## src/design/ipv4rl_pkg.sv

```systemverilog
`timescale 1ns / 1ps
package ipv4rl_pkg;

  localparam int ADDR_W          = 32;
  localparam int PORT_W          = 8;
  localparam int KEY_W           = 6;
  localparam int MODE_W          = 2;
  localparam int TABLE_DEPTH_DEF = 64;

  localparam logic [MODE_W-1:0] MODE_CLEAR  = 2'd0;
  localparam logic [MODE_W-1:0] MODE_INSERT = 2'd1;
  localparam logic [MODE_W-1:0] MODE_LOOKUP = 2'd2;

  typedef struct packed {
    logic [ADDR_W-1:0] addr;
    logic [ADDR_W-1:0] mask;
    logic              use_dst;
    logic [PORT_W-1:0] port;
    logic [KEY_W-1:0]  key;
  } rule_t;

  typedef struct packed {
    logic              hit;
    logic [PORT_W-1:0] port;
  } scan_t;

  typedef struct packed {
    logic insert;
    logic compare;
    logic shift;
  } cell_cmd_t;

  // adder tree, five levels
  function automatic logic [KEY_W-1:0] popcount(input logic [ADDR_W-1:0] v);
    logic [1:0] l1 [16];
    logic [2:0] l2 [8];
    logic [3:0] l3 [4];
    logic [4:0] l4 [2];
    for (int i = 0; i < 16; i++) l1[i] = {1'b0, v[2*i]} + {1'b0, v[2*i+1]};
    for (int i = 0; i < 8; i++)  l2[i] = {1'b0, l1[2*i]} + {1'b0, l1[2*i+1]};
    for (int i = 0; i < 4; i++)  l3[i] = {1'b0, l2[2*i]} + {1'b0, l2[2*i+1]};
    for (int i = 0; i < 2; i++)  l4[i] = {1'b0, l3[2*i]} + {1'b0, l3[2*i+1]};
    return {1'b0, l4[0]} + {1'b0, l4[1]};
  endfunction

endpackage

```

## src/design/ipv4rl_cell.sv

```systemverilog
`timescale 1ns / 1ps
module ipv4rl_cell (
  input  logic                            clk,
  input  ipv4rl_pkg::cell_cmd_t           cmd,
  input  logic                            valid,
  input  ipv4rl_pkg::rule_t               new_rule,
  input  ipv4rl_pkg::rule_t               prev_rule,
  input  logic                            prev_moving,
  output ipv4rl_pkg::rule_t               rule,
  output logic                            moving,
  input  logic [ipv4rl_pkg::ADDR_W-1:0]   pkt_src_addr,
  input  logic [ipv4rl_pkg::ADDR_W-1:0]   pkt_dst_addr,
  input  logic [ipv4rl_pkg::PORT_W-1:0]   arrival_port,
  input  ipv4rl_pkg::scan_t               scan_in,
  output ipv4rl_pkg::scan_t               scan_out
);

  ipv4rl_pkg::rule_t                  rule_q;
  ipv4rl_pkg::scan_t                  scan_q;
  logic [ipv4rl_pkg::ADDR_W-1:0]      sel_addr;
  logic                               match;

  // entry slides one place down when the new rule outranks it
  assign moving = valid && (new_rule.key > rule_q.key);

  assign sel_addr = rule_q.use_dst ? pkt_dst_addr : pkt_src_addr;
  assign match    = (((sel_addr ^ rule_q.addr) & rule_q.mask) == '0) &&
                    (rule_q.port != arrival_port);

  always_ff @(posedge clk) begin
    if (cmd.insert && (!valid || moving)) begin
      rule_q <= prev_moving ? prev_rule : new_rule;
    end
    if (cmd.compare) begin
      scan_q <= '{hit: match, port: rule_q.port};
    end else if (cmd.shift) begin
      scan_q <= scan_in;
    end
  end

  assign rule     = rule_q;
  assign scan_out = scan_q;

endmodule

```

## config.mk

```make
export PLATFORM = sky130hd
export DESIGN_NAME = ipv4rl_cell
export DESIGN_NICKNAME = d
export VERILOG_FILES = /design/src/design/ipv4rl_pkg.sv /design/src/design/ipv4rl_cell.sv
export SDC_FILE = /design/constraint.sdc
export NUM_CORES = 1
export LEC_CHECK = 0
export BUFFER_PORTS_ARGS = -buffer_cell sky130_fd_sc_hd__buf_2
export CAP_MARGIN = 30
export CORE_AREA = 8 8 123 125
export DETAILED_ROUTE_END_ITERATION = 8
export DIE_AREA = 0 0 131 133
export PLACE_DENSITY = 0.72
export SLEW_MARGIN = 20
export SYNTH_ARGS = -nofsm -noshare
export SYNTH_HDL_FRONTEND = slang
export SYNTH_SLANG_ARGS = --single-unit
```

## constraint.sdc

```tcl
create_clock -name clk -period 4.65 [get_ports clk]
set_clock_uncertainty 0.1 [all_clocks]
set_input_delay 0.2325 -clock clk [delete_from_list [all_inputs] [get_ports clk]]
set_output_delay 0.2325 -clock clk [all_outputs]
set_load 0.02 [all_outputs]
```

# Word level (Yosys, flattened, before mapping)
# Index checks and enable logic that the tools add are counted.
# Widths: inputs -> output; s select.
[classes]
magnitude_cmp = 1
eq_ne = 1
muxes = 4
n_bitwise = 2
reduce_logical = 7
[op_table]
columns = ["operator", "count"]
rows = [
  ["$mux 79", 1],
  ["$and 32x32->32", 1],
  ["$logic_not 32->1", 1],
  ["$mux 32", 1],
  ["$xor 32x32->32", 1],
  ["$mux 9", 2],
  ["$ne 8x8->1", 1],
  ["$gt 6x6->1", 1],
  ["$logic_and 1x1->1", 3],
  ["$reduce_bool 2->1", 1],
  ["$logic_not 1->1", 1],
  ["$logic_or 1x1->1", 1],
]
[word_totals]
reg_bits = 88
inputBits = 245
output_inout_bits = 89

# Depth between registers and ports, before layout
[logic_depth]
depth_word = 6
depth_mapped = 8

# Worst setup path before layout
# OpenSTA, ideal clock, no wires.
[synth_timing]
path_type = "register to register"
from = "register rule_q (netlist bit rule[3])"
to = "register rule_q (netlist bit rule[0]), enable pin"
setup_ns = 0.443
arrival_time_ns = 3.009
setup_slack_ns = 1.097
path_stages_with_launch = 8
path_cell_list = "edfxtp_1 > inv_1 > ha_1 > a21o_1 > a21oi_1 > nor2b_1 > o32a_1 > o21a_1"
[synth_via]
elab_chain_cells = 4
[synth_rtl]
columns = ["item", "line", "text"]
rows = [
  ["start: declaration", "ipv4rl_cell.sv:18", "ipv4rl_pkg::rule_t rule_q;"],
  ["start signal: assignment", "ipv4rl_cell.sv:32", "rule_q <= prev_moving ? prev_rule : new_rule;"],
  ["$gt 6x6->1", "ipv4rl_cell.sv:24", "assign moving = valid && (new_rule.key > rule_q.key);"],
  ["$logic_and 1x1->1", "ipv4rl_cell.sv:24", ""],
  ["$logic_or 1x1->1", "ipv4rl_cell.sv:31", "if (cmd.insert && (!valid || moving)) begin"],
  ["$logic_and 1x1->1", "ipv4rl_cell.sv:31", ""],
]
# Every way passes these cells.
# A chain may end at the register's enable or synchronous reset.

# Worst setup path in the final report
[layout_timing]
from = "register rule_q (netlist bit rule[3])"
to = "register rule_q (netlist bit rule[15]), enable pin"
# Same word-level chain as after synthesis.

==> metrics.yaml <==
status: "complete, no violations"
fp.dieArea_um2: 17400
numClockSinks: 88
cts_root_buf: "clkbuf_16"
syn_inst: 311
grt_antenna_before_repair: 0
syn_area_um2: 4780
via_per_inst: 4.71
grt_start_max_net_pins: 81
ys_warn_count: 0
path_max_fanout: 44
tightest_slew_ps: 544
grt_remaining_overflow: 0
gr-usage-all-layers_pct: 17.7
start_util_pct: 36.5
crit_type: "reg -> reg"
p_int_mw: 1.66
detail_route.wl_per_cell_um: 19.4
drv_slew: 0
pre_cts_slack_ps: 2190
h-tree-depth: 3
rows: 42
io_buffers: 333
insertion_delay_ps: 330
min_period_over_period_pct: 53.8
tns_ps: 0
vias: 3883
die_w_um: 131
arrival_ps: 2460
total_power_mw: 2.25
synth_cell_types: 27
rsz0062_at_grt: "no"
hold_buffers: 0
cpMaxStageDelayCell: "edfxtp_1"
reg2reg_from: "rule[3]"
crit_family: "compound AO/OA/AOI/OAI gates"
synth_fp_nets: 562
first_pass_iters: 4
crit_path_start: "rule[3]"
cts_setup_buffers: 0
die_h_um: 133
switchingPower_mw: 0.583
start_kind: "flip-flop"
ant_nets: 0
path_cells: "inv_1 > ha_1 > a21o_1 > a21oi_1 > nor2b_1 > o32a_1 > o21a_4 > buf_12"
dp_cells: 809
crit_buf_inv: 2
swShare_pct: 25.9
ys_ff_latch: 88
dp_hpwl_mm: 13.3
synthArstFlopShare_pct: 0
drc: 0
slowest_delay_ps: 400
grt_pass1_wl_mm: 23.6
cts_buffers: 9
syn_to_final_growth_pct: 45.2
hold_slack_ps: 96.9
maxCapViolCount: 0
synth_edf_count: 88
hold_viol_final: 0
clkTransAtPathRegs_ps: 70
synth_ff_type: "edfxtp_1"
n_fill_cell: 1141
min_from: "prev_rule[4]"
clockBufferDepth: 2
ioPinCount: 334
wl_mm: 16.0
coreArea_um2: 13100
ys_seq_area_share_pct: 55.3
cts_tree: "built"
cts_resized: 0
nets: 896
grt_pass1_vias: 4515
seq_power_share_pct: 44.3
critical_path_required_ps: 4610
pwr-share-comb_pct: 22.6
drt_iter0_drc: 124
stdcell_count: 824
placedInstanceArea_um2: 6620
place_congestion: 0.908
finalCriticalPeriod_ps: 2500
relSlewSlack_pct: 63.7
total_leakage_power_nw: 3.15
vdd_drop_max_mv: 0.148
diodes: 0
finalSetupViolCount: 0
p_per_area_nw_per_um2: 324
fin_util_pct: 53.0
drive_above_1_share_pct: 68.5
setup_slack_ps: 2150
end_kind: "flip-flop"
hold_path_class: "in -> reg"
fmaxAchievable_mhz: 400
avgSynthCellArea_um2: 15.4
final_area_um2: 6940
clock_power_share_pct: 33.1
## cell usage in the layout, fill, tap and decap left out, types with 5 or more instances in the layout
| cell type | count |
|---|---|
| buf_2 | 332 |
| xor2_1 | 8 |
| inv_1 | 9 |
| clkbuf_16 | 9 |
| edfxtp_1 | 88 |
| a221oi_2 | 5 |
| ha_1 | 6 |
| mux2i_1 | 32 |
| a22o_1 | 6 |
| mux2_2 | 86 |
| xnor2_1 | 32 |
## power by group through the flow
stage / Combinational [mW] / Sequential, mW / Clock [mW]
final: 0.509 / 0.994 / 0.743
after CTS: 0.517 / 0.995 / 0.767
after global routing: 0.549 / 1.00 / 0.797
after detailed placement: 0.514 / 1.01 / 0
after global placement: 0.501 / 1.01 / 0
after floorplan: 0.216 / 1.09 / 0
## synthesized netlist by cell type (2+ instances only)
| cell | number | area share, % |
|---|---|---|
| edfxtp_1 | 88 | 55 |
| clkbuf_1 | 10 | 0.79 |
| a22o_1 | 6 | 1.1 |
| a22oi_1 | 4 | 0.63 |
| nand4_1 | 4 | 0.52 |
| ha_1 | 6 | 1.6 |
| a21oi_1 | 2 | 0.21 |
| xnor2_1 | 32 | 5.9 |
| nand2_1 | 3 | 0.24 |
| nor4_1 | 2 | 0.26 |
| inv_1 | 9 | 0.71 |
| mux2_2 | 86 | 20 |
| a221oi_2 | 5 | 1.6 |
| mux2i_1 | 32 | 6.7 |
| buf_6 | 3 | 0.71 |
| xor2_1 | 8 | 1.5 |
## per-layer routing
layer	track usage (%)	vias to the layer above	wire [um]
met5	0	-	0
met4	5.23	0	199
met3	5.58	14	1540
met2	32.8	197	8520
met1	18.4	1812	5740
li1	-	1860	-
## worst paths after layout
check | slack, ps | cells past startpoint | to
min | 100 | 2 | rule[4]
max reg2reg | 2150 | 8 | rule[15]
max | 2150 | 8 | rule[15]
min reg2reg | 530 | 1 | scan_out[7]
## sequential cells by signal, indices dropped and copies added, names as in the netlist
signal and flops:
rule 79, scan_out 9
## final cells by class
cell class	instances	area (um2)	area share, %
Sequential cell	88	2640	38.1
Multi-Input combinational cell	200	2020	29.1
Timing Repair Buffer	337	1720	24.9
Clock buffer	9	225	3.25
Tap cell	176	220	3.18
Clock inverter	5	73.8	1.06
Inverter	9	33.8	0.487
## cell families after synthesis
logic type      count (synthesis)  synth area share (%)
mux                           118                  27.0
flops                          88                  55.3
compound gates                 23                  4.66
xor+xnor                       40                  7.34
fa+ha+maj                       6                  1.57
buf+inv                        23                  2.62
simple gates                   13                  1.49
(Power assumes the default switching activity.)
